$ cat src/hdl/obb_front.sv
// Front end: accepts a query and forms its offset from the box center.
module obb_front #(
  parameter int COORD_BITS = 32
) (
  input  logic                         clk,
  input  logic                         rst,
  input  logic                         take,
  input  logic signed [COORD_BITS-1:0] query_x,
  input  logic signed [COORD_BITS-1:0] query_y,
  input  logic signed [COORD_BITS-1:0] center_x,
  input  logic signed [COORD_BITS-1:0] center_y,
  output logic                         push,
  output logic [4*COORD_BITS+1:0]      entry
);
  logic signed [COORD_BITS-1:0] qx, qy;
  logic signed [COORD_BITS:0] dx, dy;

  always_ff @(posedge clk) begin
    if (rst) push <= 1'b0;
    else push <= take;
  end

  always_ff @(posedge clk) begin
    if (take) begin
      qx <= query_x;
      qy <= query_y;
      dx <= {query_x[COORD_BITS-1], query_x} - {center_x[COORD_BITS-1], center_x};
      dy <= {query_y[COORD_BITS-1], query_y} - {center_y[COORD_BITS-1], center_y};
    end
  end

  assign entry = {qx, qy, dx, dy};
endmodule

$ cat config.mk
export PLATFORM = sky130hd
export DESIGN_NAME = obb_front
export DESIGN_NICKNAME = d
export VERILOG_FILES = /design/src/hdl/obb_front.sv
export SDC_FILE = /design/constraint.sdc
export NUM_CORES = 1
export LEC_CHECK = 0
export BUFFER_PORTS_ARGS = -buffer_cell sky130_fd_sc_hd__buf_2
export CORE_MARGIN = 8
export CORE_UTILIZATION = 40
export DETAILED_ROUTE_END_ITERATION = 12
export HOLD_SLACK_MARGIN = 0.03
export PLACE_DENSITY = 0.66
export SLEW_MARGIN = 25
export SYNTH_ARGS = -nofsm -noshare
export SYNTH_HDL_FRONTEND = slang
export SYNTH_SLANG_ARGS = --single-unit
$ cat constraint.sdc
create_clock -name clk -period 3.84 [get_ports clk]
set_input_delay 0.768 -clock clk [delete_from_list [all_inputs] [get_ports clk]]
set_output_delay 0.768 -clock clk [all_outputs]
set_load 0.01 [all_outputs]
# --- Yosys cells after proc, flatten, opt, wreduce, memory -nomap -nowiden ---
# Cells that the tools add are included.
totals:
  register_bits: 131
  latch_bits: 0
  mem_bits_rw: 0
  mem_bits_ro: 0
  output_inout_bits: 131
  n_memories: 0
op_classes:
  n_addsub: 2
  multipliers: 0
  div: 0
  order_cmp: 0
  eq_ne: 0
  n_shift: 0
  mux: 0
  bitwise: 0
  reduce_logical: 0
ops:
  columns: ["op", "n"]
  rows:
  - ["$sub 32x32->33", 2]

# --- Depth between registers and ports, before layout ---
logic_depth:
  depth_word: 1
  mapped_depth: 10
  mapped_depth_nobuf: 10

# --- Least setup slack after synthesis ---
# OpenSTA, ideal clock, no wires.
synth_timing:
  path_kind: "input -> register"
  start: "input query_x[0]"
  end: "register dx[30], data pin"
  setup_ns: 0.270
  arrival_time_ns: 2.677
  required_time_ns: 3.570
  path_slack_ns: 0.893
  stages: 10
  path_cell_list: "inv_1 > ha_1 > fa_1 > nand2b_1 > a21oi_2 > o31a_4 > a211oi_2 > o311a_4 > o41ai_2 > xor2_1"
synth_between:
  elab_chain_len: 1
synth_rtl:
  columns: ["item", "line_no", "rtl"]
  rows:
  - ["from (decl)", "8", "input logic signed [COORD_BITS-1:0] query_x,"]
  - ["$sub 32x32->33", "27", "dx <= {query_x[COORD_BITS-1], query_x} - {center_x[COORD_BITS-1], center_x};"]
  - ["to (signal assigned)", "27", null]
  - ["to (decl)", "16", "logic signed [COORD_BITS:0] dx, dy;"]
# Every way passes these cells.
# A chain may end at the register's enable or synchronous reset.

# --- Final worst setup path ---
layout_timing:
  start: "input query_x[0]"
  end: "register dx[32], data pin"
# Same word-level chain as after synthesis.

==> flow_metrics.tcl <==
set metrics [dict create \
    outcome "complete, no violations" \
    worstPathMaxFanout 6 \
    setup_viol 0 \
    hold_path_class "input port to flip-flop" \
    max_clock_freq_mhz 354 \
    grt_pass1_wl_microns 32200 \
    fin_ws_ns 1.02 \
    yosysWarnings 0 \
    num_rows 51 \
    max_cap_viol_count 0 \
    post-route-min-period_ns 2.82 \
    pre_cts_ws_ns 0.598 \
    numCtsBuffers 17 \
    syn_to_final_growth_pct 27.6 \
    powerDensity_nw_per_um2 461 \
    clock-sinks 131 \
    die_h_microns 155 \
    grt_max_degree 70 \
    startpoint_type "input port" \
    wl_per_cell_microns 16.4 \
    overflow 0 \
    synthCells 704 \
    seq_area_sq_um 3920 \
    avgSynthCellArea_sq_um 11.0 \
    synthesis.nets 901 \
    vias 6169 \
    crit_arrival_ns 2.97 \
    synth.distinct_cells 66 \
    cpPeakStageDelay_ns 0.44 \
    cp.required_ns 3.99 \
    clockBufferDepth 2 \
    drv_slew 0 \
    crit_type "input port to flip-flop" \
    dieArea_sq_um 24100 \
    first_pass_iters 4 \
    peakVddDrop_uv 295 \
    hpwl_microns 16300 \
    fin_crit_sh_pct 73.5 \
    syn_area_sq_um 7770 \
    ys.flop_type "edfxtp_1" \
    io_buffers 261 \
    rsz0062_at_grt "false" \
    drive_gt1_share_pct 31.7 \
    cp_cell_sequence "buf_2 -> inv_1 -> ha_1 -> fa_1 -> nand2b_1 -> a21oi_2 -> o31a_4 -> a21oi_1 -> o311a_2 -> o21ai_2 -> a41oi_2" \
    drt-total-wl_microns 20400 \
    total_leakage_power_nw 4.57 \
    detail-route-antenna-nets 0 \
    postCtsSetupRepairBufs 0 \
    cts-root-buf "clkbuf_16" \
    num_io_pins 262 \
    final.setup.tns_ns 0 \
    grt_pass1_vias 6305 \
    fp.coreArea_sq_um 19300 \
    n_antenna_cell 0 \
    antenna_found_initial 0 \
    async_flop_share_pct 0 \
    final_nets 1163 \
    n_fill_cell 1767 \
    power_mw 4.57 \
    cts_hold_buf 0 \
    endpoint_kind "flip-flop" \
    whs_path_depth 2 \
    htreeDepth 4 \
    drtIter0Drc 313 \
    grt_use_total_pct 16.8 \
    clkTransAtPathRegs_ns 0.06 \
    cts_tree "built" \
    dieWidth_microns 155 \
    whs_ns 0.503 \
    drc_errors 0 \
    routabilityCongestion 0.875 \
    relSlewSlack_pct 60.4 \
    ctsResizeCount 0 \
    ys_seq_area_share_pct 50.5 \
    finalHoldViolations 0 \
    tightest_slew_ns 0.594 \
    synth-edff-count 130 \
    multi_input_area_sq_um 3410 \
    start_util_pct 40.3 \
    synth-seq-cells 131 \
    cp-endpoint "dx[32]" \
    vias_per_cell 4.96 \
    crit_start "query_x[0]" \
    slowest_stage "o311a_2" \
]
[worst min-delay path by stage]
| stage | start | to | slack [ns] |
|---|---|---|---|
| 2_1_floorplan | rst | push | 0.84 |
| 6_report | rst | push | 0.50 |
| 5_1_grt | rst | push | 0.48 |
| 3_5_place_dp | rst | push | 0.93 |
| 3_3_place_gp | rst | push | 0.93 |
| 4_1_cts | rst | push | 0.48 |
[final cells by class]
type | count | share of cell area [%]
Inverter | 81 | 3.07
Tap cell | 265 | 3.35
Clock buffer | 20 | 4.41
Timing Repair Buffer | 263 | 13.5
Sequential cell | 131 | 39.6
Clock inverter | 12 | 1.64
Multi-Input combinational cell | 472 | 34.4
[cell usage after synthesis, types with 3 or more instances]
library cell	count	area share (%)
nand2_1	42	2.0
edfxtp_1	130	50
o21ai_1	4	0.26
xor2_1	24	2.7
xnor2_1	31	3.5
a211oi_1	3	0.29
buf_4	4	0.39
o21a_1	11	1.1
nand4_1	14	1.1
inv_1	81	3.9
a211o_1	3	0.34
nor2_1	37	1.8
and3_1	4	0.32
a211oi_2	4	0.64
a21o_1	29	2.8
a21oi_1	66	4.3
o211ai_1	6	0.58
clkbuf_2	3	0.19
nand2b_1	9	0.72
or2_2	3	0.24
clkbuf_1	9	0.43
o21ai_0	25	1.6
o31ai_1	4	0.39
nor3_1	15	0.97
ha_1	64	10
o21bai_1	9	0.87
nand3_1	15	0.97
o2111ai_1	3	0.34
nor2b_1	8	0.64
[critical path, delay by kind of cell]
family,cells,cell delay (ns)
fa+ha+maj,2,0.63
compound gates,6,1.25
buf+inv,2,0.11
simple gates,1,0.19
[logic make-up (layout without fill, tap and decap cells)]
kind of cell,Yosys count,count (layout),synth area share (%)
flops,131,131,50.5
fa+ha+maj,66,66,10.8
compound gates,197,197,17.4
simple gates,154,154,9.52
buf+inv,101,376,5.53
xor+xnor,55,55,6.20
[cell usage in the layout, fill, tap and decap left out, types with 3 or more instances in the layout]
master,count
nand2b_1,9
clkbuf_1,3
buf_2,260
a21o_1,29
a211o_1,3
nor2b_1,8
nor2_1,37
edfxtp_1,130
a211oi_1,3
inv_1,81
nand2_1,42
o21ai_1,4
or2_2,3
o21ai_0,25
nand4_1,14
o21a_1,11
xnor2_1,31
o21bai_1,9
nor3_1,15
o31ai_1,4
a21oi_1,66
clkinv_2,3
and3_1,4
bufinv_16,4
o211ai_1,6
clkbuf_16,17
xor2_1,24
ha_1,64
a211oi_2,4
clkinv_1,3
nand3_1,15
o2111ai_1,3
[power by group]
part	internal (mW)	switching [mW]	leakage, nW
Clock	1.08	0.602	0.290
Sequential	1.80	0.0408	1.28
Combinational	0.437	0.616	3.00
[flip-flops by register name, indices dropped and copies added, names as in the netlist]
name and flops:
qx 32, dx 33, push 1, dy 33, qy 32
[per-stage QoR]
step | util, % | std cells | area [sq um]
after floorplan | - | 704 | 7770
after global placement | 48.3 | 1212 | 9310
after detailed placement | 48.3 | 1212 | 9310
after CTS | 51.4 | 1244 | 9910
after global routing | 51.4 | 1244 | 9910
final | 51.4 | 1244 | 9910
[routing by layer]
layer | vias up | wire length (microns) | GRT usage, %
met3 | 28 | 1530 | 5.27
li1 | 3111 | - | -
met5 | - | 0 | 0
met4 | 0 | 384 | 5.96
met1 | 2821 | 8380 | 19.2
met2 | 209 | 10100 | 29.0
Power figures use the tool's default switching activity.
