[src/hdl/obb_pkg.sv]
// Shared types, codes and the CORDIC arctangent table.
package obb_pkg;

  typedef enum logic [2:0] {
    REG_CENTER_X    = 3'd0,
    REG_CENTER_Y    = 3'd1,
    REG_HALF_WIDTH  = 3'd2,
    REG_HALF_HEIGHT = 3'd3,
    REG_BOX_ANGLE   = 3'd4
  } obb_reg_t;

  typedef enum logic [1:0] {
    TRIG_IDLE,
    TRIG_ROTATE,
    TRIG_FINISH
  } obb_trig_state_t;

  typedef struct packed {
    logic empty;
    logic full;
  } obb_q_status_t;

  localparam int QUEUE_DEPTH = 2;
  localparam int TABLE_LEN = 24;
  // CORDIC gain in Q2.30
  localparam logic [31:0] CORDIC_GAIN = 32'h26DD3B6A;

  // Rounded arctangent of 2^-i, 2^32 per turn.
  function automatic logic [31:0] atan_turns(input logic [4:0] i);
    logic [31:0] r;
    case (i)
      5'd0:  r = 32'h20000000;
      5'd1:  r = 32'h12E4051E;
      5'd2:  r = 32'h09FB385B;
      5'd3:  r = 32'h051111D4;
      5'd4:  r = 32'h028B0D43;
      5'd5:  r = 32'h0145D7E1;
      5'd6:  r = 32'h00A2F61E;
      5'd7:  r = 32'h00517C55;
      5'd8:  r = 32'h0028BE53;
      5'd9:  r = 32'h00145F2F;
      5'd10: r = 32'h000A2F98;
      5'd11: r = 32'h000517CC;
      5'd12: r = 32'h00028BE6;
      5'd13: r = 32'h000145F3;
      5'd14: r = 32'h0000A2FA;
      5'd15: r = 32'h0000517D;
      5'd16: r = 32'h000028BE;
      5'd17: r = 32'h0000145F;
      5'd18: r = 32'h00000A30;
      5'd19: r = 32'h00000518;
      5'd20: r = 32'h0000028C;
      5'd21: r = 32'h00000146;
      5'd22: r = 32'h000000A3;
      5'd23: r = 32'h00000051;
      default: r = 32'h0;
    endcase
    return r;
  endfunction

endpackage

[src/hdl/obb_queue.sv]
// Two-entry queue between front and back.
module obb_queue import obb_pkg::*; #(
  parameter int WIDTH = 130
) (
  input  logic             clk,
  input  logic             rst,
  input  logic             push,
  input  logic [WIDTH-1:0] wdata,
  input  logic             pop,
  output logic [WIDTH-1:0] rdata,
  output obb_q_status_t    status
);
  localparam int PW = $clog2(QUEUE_DEPTH);
  logic [WIDTH-1:0] mem [QUEUE_DEPTH];
  logic [PW-1:0] wr_ptr, rd_ptr;
  logic [PW:0] count;
  logic do_pop;

  assign do_pop = pop && !status.empty;
  assign status.empty = (count == '0);
  assign status.full = (count == (PW+1)'(QUEUE_DEPTH));
  assign rdata = mem[rd_ptr];

  always_ff @(posedge clk) begin
    if (rst) begin
      wr_ptr <= '0;
      rd_ptr <= '0;
      count <= '0;
    end else begin
      if (push) wr_ptr <= wr_ptr + PW'(1);
      if (do_pop) rd_ptr <= rd_ptr + PW'(1);
      if (push && !do_pop) count <= count + (PW+1)'(1);
      else if (!push && do_pop) count <= count - (PW+1)'(1);
    end
  end

  always_ff @(posedge clk) begin
    if (push) mem[wr_ptr] <= wdata;
  end
endmodule

[config.mk]
export PLATFORM = sky130hd
export DESIGN_NAME = obb_queue
export DESIGN_NICKNAME = d
export VERILOG_FILES = /design/src/hdl/obb_pkg.sv /design/src/hdl/obb_queue.sv
export SDC_FILE = /design/constraint.sdc
export NUM_CORES = 1
export LEC_CHECK = 0
export BUFFER_PORTS_ARGS = -buffer_cell sky130_fd_sc_hd__buf_2
export CAP_MARGIN = 20
export CORE_ASPECT_RATIO = 0.9
export CORE_MARGIN = 2
export CORE_UTILIZATION = 49
export CTS_BUF_LIST = sky130_fd_sc_hd__clkbuf_8
export CTS_CLUSTER_SIZE = 25
export DETAILED_ROUTE_END_ITERATION = 12
export GPL_TIMING_DRIVEN = 0
export PLACE_DENSITY = 0.82
export REMOVE_ABC_BUFFERS = 1
export SLEW_MARGIN = 5
export SYNTH_ARGS = -nofsm -noshare
export SYNTH_HDL_FRONTEND = slang
export SYNTH_SLANG_ARGS = --single-unit
[constraint.sdc]
create_clock -name clk -period 8.2 [get_ports clk]
set_input_delay 1.64 -clock clk [delete_from_list [all_inputs] [get_ports clk]]
set_output_delay 1.64 -clock clk [all_outputs]
set_load 0.05 [all_outputs]
# Word-level counts from Yosys, hierarchy flattened
# Memory sizes are Yosys's and may differ from the RTL's. A register that Yosys moved wholly into a read port is not among the register bits.
# Index checks and enable logic that the tools add are counted.
dict set report totals {
  regBits 4
  latch_bits 0
  ramBits 260
  romBits 0
  inputBits 134
  n_memories 1
}
dict set report op_classes {
  addsub 4
  n_mul 0
  div 0
  magnitude_cmp 0
  eq_ne 1
  shift 0
  muxes 6
  bitwise_logic 0
  n_reduce_logical 8
}
# name words width read_ports rd_clocked_by_memory_dff write_ports line_no
set mem_list {}
lappend mem_list {mem 2 130 1 1 1 obb_queue.sv:14} ;# logic [WIDTH-1:0] mem [QUEUE_DEPTH];
# cell n
set op_table {}
lappend op_table {{2-to-1 mux 1 bit} 4}
lappend op_table {{2-to-1 mux 2 bit} 2}
lappend op_table {{logical AND 1 bit} 3}
lappend op_table {{zero test 1 bit} 3}
lappend op_table {{adder 1 bit, second input constant} 2}
lappend op_table {{adder 2 x 1 -> 2 bit, second input constant} 1}
lappend op_table {{equality test 2 bit, second input constant} 1}
lappend op_table {{zero test 2 bit} 1}
lappend op_table {{nonzero test 2 bit} 1}
lappend op_table {{subtractor 2 x 1 -> 2 bit, second input constant} 1}

# Depth between registers and ports, before layout
dict set report logic_depth {
  ltp_word 6
  mapped_depth 5
}

# Least setup slack after synthesis
# No wires, ideal clock.
dict set report synth_timing {
  path_type {input to register}
  from {input push}
  to {memory mem[0][0], enable pin}
  setup_time_ns 0.636
  arrival_time_ns 7.274
  setup_slack_ns 0.290
  path_stages 1
  path_buffers 0
  cell_sequence {nor2b_1}
}
dict set report synth_via {
  elab_chain_cells 2
}
# element line_no
set synth_lines {}
lappend synth_lines {{from (decl)} obb_queue.sv:7} ;# input logic push,
lappend synth_lines {{2-to-1 mux 1 bit} obb_queue.sv:38} ;# if (push) mem[wr_ptr] <= wdata;
lappend synth_lines {{2-to-1 mux 1 bit (implied by the code)} obb_queue.sv:38}
lappend synth_lines {{to (decl)} obb_queue.sv:14}
# Every way passes these cells.

==> metrics.md <==
| Metric | Value |
|---|---|
| Max clock buf depth | `3` |
| Rows | `between 40 and 50` |
| Cell Chain, Critical Path | `buf_16 > mux2_2 > buf_2` |
| Fin area | `12000 um2` |
| Post-Route WL | `about 18 mm` |
| Crit Path Max Fanout | `70` |
| Setup crit end kind | `primary output` |
| Setup CP Type | `reg -> out` |
| Final core utilization | `0.625` |
| # clock sinks | `265` |
| Final net count | `862` |
| Root Buffer | `clkbuf_8` |
| Initial DRC Count | `160` |
| Area Overhead vs Synth | `25.0%` |
| Share of cells above drive strength 1 | `0.602` |
| Wire per inst | `17.8 um` |
| Pleak | `0.00455 uW` |
| Final worst path period share | `0.496` |
| Hpwl dp | `12.1 mm` |
| CTS tree | `done` |
| Vias per cell | `4.94` |
| Setup bufs post-CTS | `0` |
| Mean Syn Cell Area | `~23 um2` |
| Seq cells post-synth | `265` |
| RSZ-0062 raised after global routing | `no` |
| Sequential-to-total area share from yosys stat | `0.823` |
| CP peak stage delay | `between 800 and 900 ps` |
| DRT Pass-1 Iters | `4` |
| Critical Path RT | `6560 ps` |
| Routability cong. | `0.706` |
| CTS Buf Count | `42` |
| Worst Max-Slew Pin Slew | `between 900 and 1000 ps` |
| Global-route wire length before repair | `26.3 mm` |
| Vias in the first global route | `5309` |
| Latest clock arrival within the worst-skew pair | `approximately 510 ps` |
| PwrDens | `325 nW/um2` |
| Yosys cell types | `15` |
| VDD IR max | `0.213 mV` |
| Post-Syn Instances | `approximately 430` |
| Pins Over Slew Limit | `0` |
| Worst Path Arrival | `2430 ps` |
| Antenna Nets Post-Route | `0` |
| Chip height | `137 um` |
| Initial antenna violation count | `1` |
| Ys Warns | `0` |
| Via count | `just under 5000` |
| Fillers | `1355` |
| Hold_buf cts | `0` |
| Critical Path Start Type | `flip-flop` |
| Clk slew on worst S/H paths | `60 ps` |
| Post_cts resized | `0` |
| Die width | `~150 um` |
| Placed Area | `11300 um2` |
| GRT Overall Usage | `0.166` |
| Endpoints failing hold | `0` |
| Port-buffer cells | `265` |
| Achievable Freq | `0.246 GHz` |
| Endpoints failing setup | `0` |
| Layout Skew | `10.2 ps` |
| Worst Hold Class | `reg -> reg` |
| Die ar. | `around 21000 um2` |
| Status | `finished clean` |
| Max Cap Viol | `0` |
| Crit-path slowest cell | `dfxtp_4` |
| Syn Std Cell Area | `9610 um2` |
| Core area | `19200 um2` |
| H-Tree Depth | `2` |
| DRC | `0` |
| Fin crit period | `4070 ps` |
| Ports | `roughly 270` |
| Largest net degree at the start of global routing | `71` |
| Max transition margin | `0.367` |
| Gr ovfl total | `0` |
| Initial Util | `0.500` |
-- cell families after synthesis --
family | Yosys count | synth area share
DFF | 265 | 0.823
muxes | 130 | 0.152
buffers and inverters | 14 | 0.0141
and+or+nand+nor | 9 | 0.00456
xor gates and xnor gates | 4 | 0.00365
AOI/OAI and AO/OA | 3 | 0.00156
adders and majority gates | 1 | 0.00130
-- critical path: cells and delay by family, from the launching register on --
| kind | cells | cell delay (ps) |
|---|---|---|
| buffers and inverters | 2 | 590 |
| DFF | 1 | 880 |
| muxes | 1 | 390 |
-- flip-flops by register name, indices dropped and copies added (netlist names), named ones only --
name,flops
wr_ptr,1
rd_ptr,1
count,2
mem,260
-- per-stage QoR --
stage                     power (uW)  cells  hold slack, ps  setup TNS (ps)  setup WS [ps]
final                           3910   1007             530               0           4130
after global routing            4070   1007             560               0           3940
after CTS                       3960   1006             529               0           4020
after detailed placement        2980    933             519               0           4600
after global placement          3020    927             485         -312230          -2410
after floorplan                 2710    412             471               0            290
-- layer usage --
layer	global-route usage	part of all wire	vias to the layer above
met5	0	0	-
met3	0.0543	0.086	47
met2	0.287	0.51	204
li1	-	-	2309
met4	0.0802	0.030	0
met1	0.185	0.38	2410
-- where the power goes --
part | internal (uW) | switching [uW]
registers | 1590 | 72.6
logic | 381 | 898
clock network | 504 | 464
total | 2470 | 1430
-- Yosys cell counts, drive strengths merged --
library cell    n  area share
nor2            5      0.0020
nor2b           2      0.0013
edfxtp        260        0.81
and2            1     0.00065
mux2          130        0.15
ha              1      0.0013
o21ai           2      0.0010
or3             1     0.00065
xnor2           1     0.00091
buf            14       0.014
xor2            3      0.0027
dfxtp           5       0.010
a21oi           1     0.00052
-- final cells by class --
cell class | instances | area, um2 | share of cell area
clock inverter | 28 | 118 | 0.00979
clock buffer | 45 | 619 | 0.0516
tap | 250 | 313 | 0.0260
antenna | 1 | 2.50 | 0.000208
timing repair buffer | 271 | 1470 | 0.122
sequential | 265 | 7910 | 0.659
multi-input combinational | 147 | 1580 | 0.132
-- cell usage in the layout, fill, tap and decap left out --
cell type	Yosys	final
a21oi_1	1	1
and2_4	0	1
buf_12	0	3
buf_16	0	3
buf_2	3	265
clkbuf_8	0	45
clkinv_1	0	6
clkinv_2	0	4
clkinvlp_4	0	2
dfxtp_1	5	4
dfxtp_4	0	1
diode_2	0	1
edfxtp_1	260	260
ha_1	1	1
inv_1	0	16
mux2_2	130	130
nor2_1	5	5
nor2b_1	2	1
nor2b_4	0	1
o21ai_0	2	2
or3_1	1	1
xnor2_1	1	1
xor2_1	3	3
-- worst paths after layout --
kind                         startpoint                     to  slack (ps)  cells past startpoint
hold reg to reg   count[1]$_SDFFE_PP0P_  count[1]$_SDFFE_PP0P_         530                      2
setup reg to reg    wr_ptr$_SDFFE_PP0P_   mem[1][90]$_DFFE_PP_        6220                      2
hold / removal    count[1]$_SDFFE_PP0P_  count[1]$_SDFFE_PP0P_         530                      2
setup / recovery              flip-flop              rdata[68]        4130                      3
(Power assumes the default switching activity.)
