## src/hdl/obb_pkg.sv

```systemverilog
// Shared types, codes and the CORDIC arctangent table.
package obb_pkg;

  typedef enum logic [2:0] {
    REG_CENTER_X    = 3'd0,
    REG_CENTER_Y    = 3'd1,
    REG_HALF_WIDTH  = 3'd2,
    REG_HALF_HEIGHT = 3'd3,
    REG_BOX_ANGLE   = 3'd4
  } obb_reg_t;

  typedef enum logic [1:0] {
    TRIG_IDLE,
    TRIG_ROTATE,
    TRIG_FINISH
  } obb_trig_state_t;

  typedef struct packed {
    logic empty;
    logic full;
  } obb_q_status_t;

  localparam int QUEUE_DEPTH = 2;
  localparam int TABLE_LEN = 24;
  // CORDIC gain in Q2.30
  localparam logic [31:0] CORDIC_GAIN = 32'h26DD3B6A;

  // Rounded arctangent of 2^-i, 2^32 per turn.
  function automatic logic [31:0] atan_turns(input logic [4:0] i);
    logic [31:0] r;
    case (i)
      5'd0:  r = 32'h20000000;
      5'd1:  r = 32'h12E4051E;
      5'd2:  r = 32'h09FB385B;
      5'd3:  r = 32'h051111D4;
      5'd4:  r = 32'h028B0D43;
      5'd5:  r = 32'h0145D7E1;
      5'd6:  r = 32'h00A2F61E;
      5'd7:  r = 32'h00517C55;
      5'd8:  r = 32'h0028BE53;
      5'd9:  r = 32'h00145F2F;
      5'd10: r = 32'h000A2F98;
      5'd11: r = 32'h000517CC;
      5'd12: r = 32'h00028BE6;
      5'd13: r = 32'h000145F3;
      5'd14: r = 32'h0000A2FA;
      5'd15: r = 32'h0000517D;
      5'd16: r = 32'h000028BE;
      5'd17: r = 32'h0000145F;
      5'd18: r = 32'h00000A30;
      5'd19: r = 32'h00000518;
      5'd20: r = 32'h0000028C;
      5'd21: r = 32'h00000146;
      5'd22: r = 32'h000000A3;
      5'd23: r = 32'h00000051;
      default: r = 32'h0;
    endcase
    return r;
  endfunction

endpackage

```

## src/hdl/obb_cordic.sv

```systemverilog
// Iterative CORDIC that turns the box angle into cosine and sine.
module obb_cordic import obb_pkg::*; #(
  parameter int FRACTION_BITS = 16,
  parameter int ROTATION_STEPS = 16
) (
  input  logic                            clk,
  input  logic                            rst,
  input  logic                            go,
  input  logic [15:0]                     angle,
  output logic                            busy,
  output logic signed [FRACTION_BITS+1:0] cosine_value,
  output logic signed [FRACTION_BITS+1:0] sine_value
);
  localparam int TW = FRACTION_BITS + 2;
  localparam int XW = 34;
  localparam int SH = 30 - FRACTION_BITS;
  localparam int STEP_BITS = $clog2(ROTATION_STEPS);
  localparam logic signed [XW-1:0] RND = XW'(1) << (SH - 1);
  localparam logic signed [XW-1:0] ONE = XW'(1) << FRACTION_BITS;

  obb_trig_state_t state, state_next;
  logic [STEP_BITS-1:0] step;
  logic [1:0] quad;
  logic signed [XW-1:0] x, y, z;
  logic signed [XW-1:0] xs, ys, atn, rx, ry, cx, cy;
  logic signed [TW-1:0] c, s;
  logic rotating, loading;

  always_comb begin
    state_next = state;
    case (state)
      TRIG_IDLE:   if (go) state_next = TRIG_ROTATE;
      TRIG_ROTATE: if (step == STEP_BITS'(ROTATION_STEPS - 1)) state_next = TRIG_FINISH;
      TRIG_FINISH: state_next = TRIG_IDLE;
      default:     state_next = TRIG_IDLE;
    endcase
  end

  always_comb begin
    rotating = 1'b0;
    loading = 1'b0;
    busy = 1'b1;
    case (state)
      TRIG_IDLE:   busy = 1'b0;
      TRIG_ROTATE: rotating = 1'b1;
      TRIG_FINISH: loading = 1'b1;
      default:     busy = 1'b0;
    endcase
  end

  always_comb begin
    xs = x >>> step;
    ys = y >>> step;
    atn = signed'({2'b00, atan_turns(5'(step))});
    rx = (x + RND) >>> SH;
    ry = (y + RND) >>> SH;
    cx = (rx > ONE) ? ONE : ((rx < -ONE) ? -ONE : rx);
    cy = (ry > ONE) ? ONE : ((ry < -ONE) ? -ONE : ry);
    c = cx[TW-1:0];
    s = cy[TW-1:0];
  end

  always_ff @(posedge clk) begin
    if (rst) begin
      state <= TRIG_IDLE;
      cosine_value <= TW'(1) << FRACTION_BITS;
      sine_value <= '0;
    end else begin
      state <= state_next;
      if (loading) begin
        case (quad)
          2'd0: begin cosine_value <= c;  sine_value <= s;  end
          2'd1: begin cosine_value <= -s; sine_value <= c;  end
          2'd2: begin cosine_value <= -c; sine_value <= -s; end
          default: begin cosine_value <= s; sine_value <= -c; end
        endcase
      end
    end
  end

  always_ff @(posedge clk) begin
    if (state == TRIG_IDLE && go) begin
      quad <= angle[15:14];
      x <= signed'({2'b00, CORDIC_GAIN});
      y <= '0;
      z <= signed'({4'b0000, angle[13:0], 16'h0000});
      step <= '0;
    end else if (rotating) begin
      if (z >= 0) begin
        x <= x - ys;
        y <= y + xs;
        z <= z - atn;
      end else begin
        x <= x + ys;
        y <= y - xs;
        z <= z + atn;
      end
      step <= step + STEP_BITS'(1);
    end
  end
endmodule

```

## config.mk

```make
export PLATFORM = sky130hd
export DESIGN_NAME = obb_cordic
export DESIGN_NICKNAME = d
export VERILOG_FILES = /design/src/hdl/obb_pkg.sv /design/src/hdl/obb_cordic.sv
export SDC_FILE = /design/constraint.sdc
export NUM_CORES = 1
export LEC_CHECK = 0
export ABC_AREA = 0
export ABC_CLOCK_PERIOD_IN_PS = 11100
export BUFFER_PORTS_ARGS = -buffer_cell sky130_fd_sc_hd__buf_2
export CORE_UTILIZATION = 32
export CTS_BUF_LIST = sky130_fd_sc_hd__clkbuf_16
export DETAILED_ROUTE_END_ITERATION = 10
export RECOVER_POWER = 25
export SLEW_MARGIN = 10
export SYNTH_ARGS = -nofsm -noshare
export SYNTH_HDL_FRONTEND = slang
export SYNTH_SLANG_ARGS = --single-unit
```

## constraint.sdc

```tcl
create_clock -name clk -period 11.1 [get_ports clk]
set_input_delay 1.665 -clock clk [delete_from_list [all_inputs] [get_ports clk]]
set_output_delay 1.665 -clock clk [all_outputs]
set_load 0.02 [all_outputs]
```

* Word level (Yosys, flattened, before mapping) *
Memory sizes are Yosys's and may differ from the RTL's. A register that Yosys moved wholly into a read port is not among the register bits.
Index checks and enable logic that the tools add are counted.

word-level totals
  register bits after elaboration = 146
  memory bits (read-only) = 480
  input port bits = 19
  output and inout port bits = 37
  word-level logic and storage cells = 60
  memories = 1

memories
  memory           depth  width  rd ports  clocked after Yosys merged registers in  wr ports  line           text
  (no name shown)  16     30     1         1                                        0         obb_pkg.sv:31  case (i)

operators by class
  add/subtract/negate cells = 11
  order comparisons = 5
  eq/ne operators = 7
  shift-type cells = 2
  mux-type cells = 19
  reduce and logical (&&, ||, !) cells = 6

operators with widths
  operator                                                             count
  one-hot mux 18 bit (3 select lines)                                  2
  2-to-1 mux 34 bit                                                    3
  2-to-1 mux 18 bit                                                    4
  adder 34 x 15 -> 34 bit (second input constant)                      2
  adder 34 bit                                                         2
  >>> shifter 34 x 4 -> 34 bit                                         2
  subtractor 34 bit                                                    2
  2-to-1 mux 30 bit                                                    2
  > comparator 20 x 18 -> 1 bit (second input constant)                2
  less-than comparator 20 x 17 -> 1 bit (second input constant)        2
  negation 18 bit                                                      2
  adder 34 x 33 -> 34 bit                                              1
  greater-or-equal comparator 34 x 1 -> 1 bit (second input constant)  1
  subtractor 34 x 33 -> 34 bit                                         1
  2-to-1 mux 4 bit                                                     2
  adder 4 x 1 -> 4 bit (second input constant)                         1
  == test 2 x 1 -> 1 bit (second input constant)                       2
  == test 2 bit (second input constant)                                2
  == test 4 bit (second input constant)                                1
  zero test 2 bit                                                      2
  2-to-1 mux 2 bit                                                     2
  inequality test 2 bit (second input constant)                        2
  one-hot mux 2 bit (2 select lines)                                   1
  2-to-1 mux 1 bit                                                     3
  other kinds (4)                                                      4

* Depth between registers and ports, before layout *
Gate-level depths: netlist of the first run.

  word-level depth = 6
  mapped depth = 29
  depth with buffers taken out = 24

* Worst setup path after synthesis of the first run *
No wires, ideal clock.

  path type = flip-flop to flip-flop
  start = reg step[0]
  end = reg x[33]
  data arrival time = 5.718 ns
  required time = 10.984 ns
  path slack = 5.267 ns
  stages on the path, launching flop included = 28
  buffers on the path = 7
  cells stage by stage = dfxtp_1 > buf_2 > buf_2 > buf_4 > buf_2 > buf_2 > clkbuf_1 > clkbuf_1 > o21ai_0 > a21oi_1 > ha_1 > a21bo_2 > nor2_1 > nand4b_1 > or3b_2 > nand2_1 > xnor2_1 > ha_1 > nand4_1 > nor2_1 > a211oi_1 > o21a_1 > a21oi_1 > and3b_1 > o31ai_1 > xnor2_2 > a21oi_1 > a31o_1

on the way
  cells in the longest elaborated chain, start to end = 3

ends and longest elaborated chain
  element                                            line                                text
  start, declared                                    obb_cordic.sv:22                    logic [STEP_BITS-1:0] step;
  start signal, assigned                             obb_cordic.sv:98                    step <= step + STEP_BITS'(1);
  >>> shifter 34 x 4 -> 34 bit (*)                   obb_cordic.sv:53                    ys = y >>> step;
  adder 34 bit or subtractor 34 bit (tied branches)  obb_cordic.sv:94, obb_cordic.sv:90
  2-to-1 mux 34 bit (*)                              obb_cordic.sv:89                    if (z >= 0) begin
  end signal, assigned                               obb_cordic.sv:84                    x <= signed'({2'b00, CORDIC_GAIN});
  end signal, assigned                               obb_cordic.sv:90                    x <= x - ys;
  end signal, assigned                               obb_cordic.sv:94                    x <= x + ys;
  end, declared                                      obb_cordic.sv:24                    logic signed [XW-1:0] x, y, z;

Every way passes the cells marked *; elsewhere a longest branch is shown, timed or not.
A chain may end at the register's enable or synchronous reset.

* Worst setup path in the final report of the first run *
  start = reg step[3]
  end = reg y[32]

on the way
  cells in the longest elaborated chain, start to end = 3

ends and longest elaborated chain
  element                                            line                                text
  >>> shifter 34 x 4 -> 34 bit (*)                   obb_cordic.sv:52                    xs = x >>> step;
  subtractor 34 bit or adder 34 bit (tied branches)  obb_cordic.sv:95, obb_cordic.sv:91
  2-to-1 mux 34 bit (*)                              obb_cordic.sv:89
  end signal, assigned                               obb_cordic.sv:91                    y <= y + xs;
  end signal, assigned                               obb_cordic.sv:95                    y <= y - xs;
  end, declared                                      obb_cordic.sv:24

Marks and branches as above.

==> impl_metrics.toml, run 1 <==
[outcome]
outcome = "complete, but fails checks"
failed_checks = "capacitance limit, slew limit"

[timing]
period_minus_slack_ns = 8.04
max-slew-margin-rel_pct = -97.0
worst_pin_slew_ns = 2.96
setup_viol = 0
rsz0062_at_grt = "false"
fin_tns_setup_ns = 0
max_freq_mhz = 124
drv_slew = 173
fin_skew_ns = 0.0165
hold_viol_final = 0
fin_crit_sh_pct = 72.4

[critical_path]
r2r-end = "y[32]"
crit_path_start = "step[3]"
cp_num_buf_inv = 1
setup.worst_path.start_class = "flip-flop"
end_kind = "flip-flop"
r2r_start = "step[3]"
required_ns = 11.36
cp_cell_sequence = "clkbuf_1, nor2_1, a221oi_1, ha_1, nand3_1, a21oi_1, nand3_1, nand2_1, xnor2_1, ha_1, or4_1, o2111ai_1, o21ai_0, a32o_1, o211ai_1, nand2_1, a31oi_1, mux2i_1, o22ai_1"
critPathSlowestCell = "dfxtp_1"
reg2reg_depth = 19
critPathKind = "reg -> reg"
r2r_setup_slack_ns = 3.06
cpPeakStageDelay_ns = 1.53
crit_path_max_fanout = 46
cp.depth = 19
cp.arrival_ns = 8.30
critical_path.top_delay_family = "compound AO/OA/AOI/OAI gates"
crit_end = "y[32]"

[yosys]
synth-xor-area-share_pct = 10.0
synth_fa_ha_area_share_pct = 7.49
muxShareOfSynthArea_pct = 15.1
syn_inst = 2594
synth-simple-area-share_pct = 20.6
synthArstFlopShare_pct = 0
synth_top_family_by_area = "compound AO/OA/AOI/OAI gates"
ys.flop_type = "dfxtp_1"
synth_compound_area_share_pct = 24.1
yosysSeqAreaShare_pct = 17.9
ys_warn_count = 0
synth_cell_types = 93
ys_ff_latch = 176
synth_area_sq_mm = 0.0205
syn_nets = 2734
synth-edff-count = 16
avgSynthCellArea_sq_um = 7.91

[power_and_ir_drop]
pwr_density_cell_mw_per_mm2 = 319
sequentialPowerShare_pct = 16.1
clkPwrFrac_pct = 8.8
p_int_mw = 3.33
total_power_mw = 6.97
p_comb_share_pct = 75.1
leakagePower_nw = 8.08
swShare_pct = 52.2
ir_drop_v = 0.000158
power_switching_mw = 3.63

[floorplan]
coreArea_sq_mm = 0.0632
rows = 92
fp.dieArea_sq_mm = 0.0652
pin_count = 56
start_util_pct = 32.5
dieWidth_microns = 255
dieHeight_microns = 255

[clocking]
cts_max_path_buffers = 2
cts_resized = 0
cts_buffers = 17
post_cts.repair.setup_buffers = 0
h-tree-depth = 4
cts_hold_buf = 0
cts-root-buf = "clkbuf_16"
clk_pin_slew_ns = 0.08
clk_latency_ns = 0.49
cts_tree = "yes"
cts.sinks = 176

[route]
drt_iter0_drc = 1850
wl_per_cell_microns = 19.2
drc = 0
routed_wl_microns = 64800
vias = 19600
viasPerCell = 5.82
ant_nets = 0
drt_pass1_iterations = 5

[finish]
nNetsFinal = 2656
regArea_sq_mm = 0.00370
final_layout_size_suffix_gt1_share_pct = 9.05
final_core_util_pct = 34.6
fin_area_sq_mm = 0.0218
diodes = 0
multi_input_area_sq_mm = 0.0159
fillers = 6716
areaGrowthSynthToFinish_pct = 6.41

[grt]
grt_pass1_wl_microns = 102000
antenna_found_initial = 0
grt_overflow = 0
grt_pass1_vias = 18200
grt_use_total_pct = 19.8
grt_max_degree = 71

[worst_hold_path]
hp-class = "reg -> reg"

[flow_run]
drv_cap = 4

[place]
placed_area_sq_mm = 0.0213
numPortBuffers = 55
hpwlAfterDp_microns = 47100
place.gp.congestion = 0.955
[state kept, by name, indices dropped and copies added (netlist names)]
register and cells:
quad 2, atn 30, z 34, state 2
sine_value 18, step 4, cosine_value 18, x 34
y 34
[layout by cell type, fill, tap and decap left out, drive strengths merged, types with 11 or more instances in the layout]
| master | n |
|---|---|
| a31oi | 32 |
| xor2 | 109 |
| or4 | 12 |
| o211ai | 30 |
| nand4 | 29 |
| a21oi | 135 |
| clkbuf | 57 |
| ha | 118 |
| and4 | 14 |
| o22ai | 14 |
| edfxtp | 16 |
| mux2i | 112 |
| o21a | 27 |
| nand3 | 78 |
| nor3 | 47 |
| a221oi | 13 |
| mux4 | 73 |
| nor4 | 18 |
| buf | 47 |
| o21ai | 179 |
| o21bai | 12 |
| xnor2 | 125 |
| dfxtp | 160 |
| or3 | 16 |
| a21o | 67 |
| a32o | 11 |
| mux2 | 30 |
| and3 | 31 |
| or2 | 23 |
| o31ai | 40 |
| a211oi | 41 |
| nor2 | 213 |
| nand2 | 290 |
| and2 | 22 |
| nand2b | 31 |
| nor2b | 21 |
| inv | 60 |
[routing by layer]
layer  wire length [microns]  GRT usage, %
met5                       0             0
met4                    1700          6.24
met3                    4120          3.56
met2                   30000          32.7
met1                   29000          25.9
[cells in the mapped netlist (16+ instances only)]
library cell,count,share of area [%]
or2_2,22,0.67
buf_1,20,0.37
a211oi_1,40,1.5
a21oi_1,135,3.3
dfxtp_1,160,16
nor3_1,47,1.1
a21o_1,67,2.5
nand2b_1,31,0.94
o21ai_0,178,4.3
nand3_1,77,1.9
ha_1,118,7.2
inv_1,51,0.93
o31ai_1,40,1.5
or3_1,16,0.49
nor2_1,213,3.9
clkbuf_1,125,2.3
xnor2_1,124,5.3
nand4_1,29,0.88
mux2_2,29,1.6
edfxtp_1,16,2.3
and3_1,31,0.94
mux2i_1,112,5.5
nor4_1,16,0.49
o211ai_1,30,1.1
o21a_1,27,0.99
a31oi_1,32,0.98
and2_1,22,0.67
nor2b_1,21,0.64
buf_2,27,0.66
xor2_1,109,4.7
mux4_2,73,8.0
nand2_1,290,5.3
[area by class of cell]
| class | count | area share, % |
|---|---|---|
| clock buffer | 17 | 1.95 |
| tap | 846 | 4.85 |
| multi-input combinational | 2180 | 72.7 |
| inverter | 54 | 0.934 |
| clock inverter | 15 | 0.584 |
| timing repair buffer | 87 | 2.10 |
| sequential | 176 | 16.9 |
[kinds of logic (layout without fill, tap and decap cells)]
logic type | Yosys count | after routing
adders and majority gates | 121 | 121
xor gates and xnor gates | 234 | 234
buffers and inverters | 238 | 173
AOI/OAI and AO/OA | 736 | 736
DFF | 176 | 176
and+or+nand+nor | 874 | 874
muxes | 215 | 215
[worst min-delay path by stage]
stage                           from          endpoint  slack [ns]  cells past startpoint
finish              cosine_value[11]  cosine_value[11]        0.45                      2
global route        cosine_value[11]  cosine_value[11]        0.49                      2
CTS                 cosine_value[11]  cosine_value[11]        0.45                      2
detailed placement  cosine_value[11]  cosine_value[11]        0.43                      2
global placement       sine_value[1]     sine_value[1]        0.43                      2
floorplan                      z[14]             z[14]        0.43                      2
[through the flow]
step                      std cells  hold WS (ns)  worst slack, ns
after floorplan                2594         0.432             5.27
after global placement         3343         0.435             4.69
after detailed placement       3343         0.435             4.59
after CTS                      3375         0.446             4.60
after global routing           3375         0.487             2.20
final                          3375         0.447             3.06
[tightest hold or removal path: stages, from the launching register on]
cell and delay (ns):
dfxtp_1 0.31, nand2_1 0.05, nand2_1 0.04
[power by group through the flow]
stage	combinational, mW	clock [mW]	sequential, mW
after floorplan	4.24	0	0.927
after global placement	5.16	0	1.12
after detailed placement	5.15	0	1.12
after CTS	5.19	0.630	1.11
after global routing	5.80	0.651	1.14
final	5.23	0.616	1.12
(Power assumes the default switching activity.)
==> inputs of run 2 (changes only) <==
- ABC_CLOCK_PERIOD_IN_PS: 11100 -> 7500
- clock period: 11.1 -> 7.5 ns (I/O delays scaled with it)
==> impl_metrics.toml, run 2 (synthesis results as in run 1) <==
[route]
drt_pass1_iterations = 5
viasPerCell = 5.82
ant_nets = 0
routed_wl_microns = 64200
drc = 0
vias = 19600
wl_per_cell_microns = 19.0
drt_iter0_drc = 1749

[clocking]
cts.sinks = 176
cts_resized = 0
cts_tree = "yes"
cts_hold_buf = 0
h-tree-depth = 4
cts-root-buf = "clkbuf_16"
clk_pin_slew_ns = 0.07
cts_buffers = 17
clk_latency_ns = 0.51
cts_max_path_buffers = 2
post_cts.repair.setup_buffers = 0

[timing]
max-slew-margin-rel_pct = -113
hold_viol_final = 0
max_freq_mhz = 149
rsz0062_at_grt = "false"
fin_crit_sh_pct = 89.3
worst_pin_slew_ns = 3.19
setup_viol = 0
fin_hold_ws_ns = 0.453
period_minus_slack_ns = 6.70
fin_skew_ns = 0.0174
drv_slew = 173
fin_tns_setup_ns = 0

[worst_hold_path]
hp-start = "cosine_value[11]"
hp-class = "reg -> reg"
holdPathEnd = "cosine_value[11]"
worstHoldPathCells = 2

[floorplan]
fp.dieArea_sq_mm = 0.0652
dieWidth_microns = 255
pin_count = 56
rows = 92
coreArea_sq_mm = 0.0632
start_util_pct = 32.5
dieHeight_microns = 255

[grt]
grt_use_total_pct = 19.7
grt_pass1_wl_microns = 101000
grt_pass1_vias = 18100
antenna_found_initial = 0
grt_max_degree = 70
grt_overflow = 0

[critical_path]
critPathSlowestCell = "clkinvlp_2"
critPathKind = "in -> reg"
crit_path_max_fanout = 35
setup.worst_path.start_class = "primary input"
r2r-end = "atn[10]"
cp_common_cell = "clkbuf_1"
reg2reg_depth = 9
cp_num_buf_inv = 4
critical_path.top_delay_family = "buffers and inverters"
cpPeakStageDelay_ns = 2.19
r2r_setup_slack_ns = 0.91
r2r_start = "state[0]"
required_ns = 7.89
end_kind = "flip-flop"
cp_cell_sequence = "clkbuf_1, nand2_1, clkbuf_1, clkinvlp_2, or2_2, clkinv_1, nor2_1, or3_1"
cp.arrival_ns = 7.09

[finish]
areaGrowthSynthToFinish_pct = 6.62
mostFrequentLayoutCells = "nand2_1 (290), nor2_1 (212), o21ai_0 (178), dfxtp_1 (155), a21oi_1 (135)"
final_common_cell = "nand2_1"
final_cell_count_no_fill = 3375
diodes = 0
regArea_sq_mm = 0.00370
fillers = 6707
nNetsFinal = 2656
reg_top3 = "x (34), y (34), z (34)"
multi_input_area_sq_mm = 0.0159
final_layout_size_suffix_gt1_share_pct = 9.05

[place]
hpwlAfterDp_microns = 46900
numPortBuffers = 55
dp_cells = 3343
place.gp.congestion = 0.954

[power_and_ir_drop]
leakagePower_nw = 8.11
ir_drop_v = 0.000232
pwr_density_cell_mw_per_mm2 = 475

[outcome]
outcome = "complete, but fails checks"
failed_checks = "capacitance limit, slew limit"

[flow_run]
drv_cap = 4
## run 2: cell count changes in the layout (fill, tap and decap cells not counted)
cell / change
dfxtp_1: -1
ha_4: -1
inv_1: +1
inv_4: +1
inv_6: -1
clkinv_4: -2
ha_1: +1
buf_2: -1
clkinv_1: -1
clkinv_8: -1
bufinv_16: +3
clkbuf_2: +1
dfxtp_2: +1
## run 2: cell type report
cell class,instances,area share [%]
multi-input cells,2180,72.5
flip-flops and latches,176,16.9
well taps,846,4.84
repair buffers,87,2.09
clock buffers,17,1.94
inverters,54,0.932
clock inverters,15,0.829
## run 2: per-layer routing
metal  routed length, microns  GRT usage [%]  vias to the layer above
met2                    29200           31.5                      705
met4                     2170           8.50                        0
met5                        0              0                        -
li1                         -              -                     9530
met1                    28900           26.1                     9275
met3                     3940           3.11                      123
## run 2: worst min-delay path, delay by kind of cell, from the launching register on
kind | cells | cell delay [ns]
flip-flops | 1 | 0.32
AND/OR/NAND/NOR | 2 | 0.09
## run 2: how the worst max path moves through the flow
stage / from / slack (ns) / endpoint / cells after the start
finish: go / 0.80 / atn[10] / 8
global route: go / 0.38 / atn[4] / 10
CTS: step[1] / 1.24 / y[30] / 18
detailed placement: step[1] / 1.28 / y[30] / 18
global placement: step[1] / 1.32 / y[33] / 19
floorplan: step[0] / 1.67 / x[33] / 27
## run 2: report_power, final
| group | internal [mW] | total, mW | switching, mW | leakage [nW] |
|---|---|---|---|---|
| clock network | 0.528 | 0.985 | 0.457 | 0.301 |
| logic | 3.31 | 7.74 | 4.42 | 6.34 |
| registers | 1.19 | 1.68 | 0.489 | 1.48 |
| total | 5.03 | 10.4 | 5.37 | 8.11 |
## run 2: metrics by stage
| stage | setup WS [ns] | cell area [sq um] | power [mW] | util (%) |
|---|---|---|---|---|
| after global routing | 0.384 | 21900 | 11.3 | 34.6 |
| after detailed placement | 1.28 | 21300 | 9.29 | 33.8 |
| after CTS | 1.24 | 22000 | 10.3 | 34.7 |
| after global placement | 1.32 | 21300 | 9.29 | 33.8 |
| final | 0.802 | 21900 | 10.4 | 34.6 |
| after floorplan | 1.67 | 20500 | 7.65 | - |
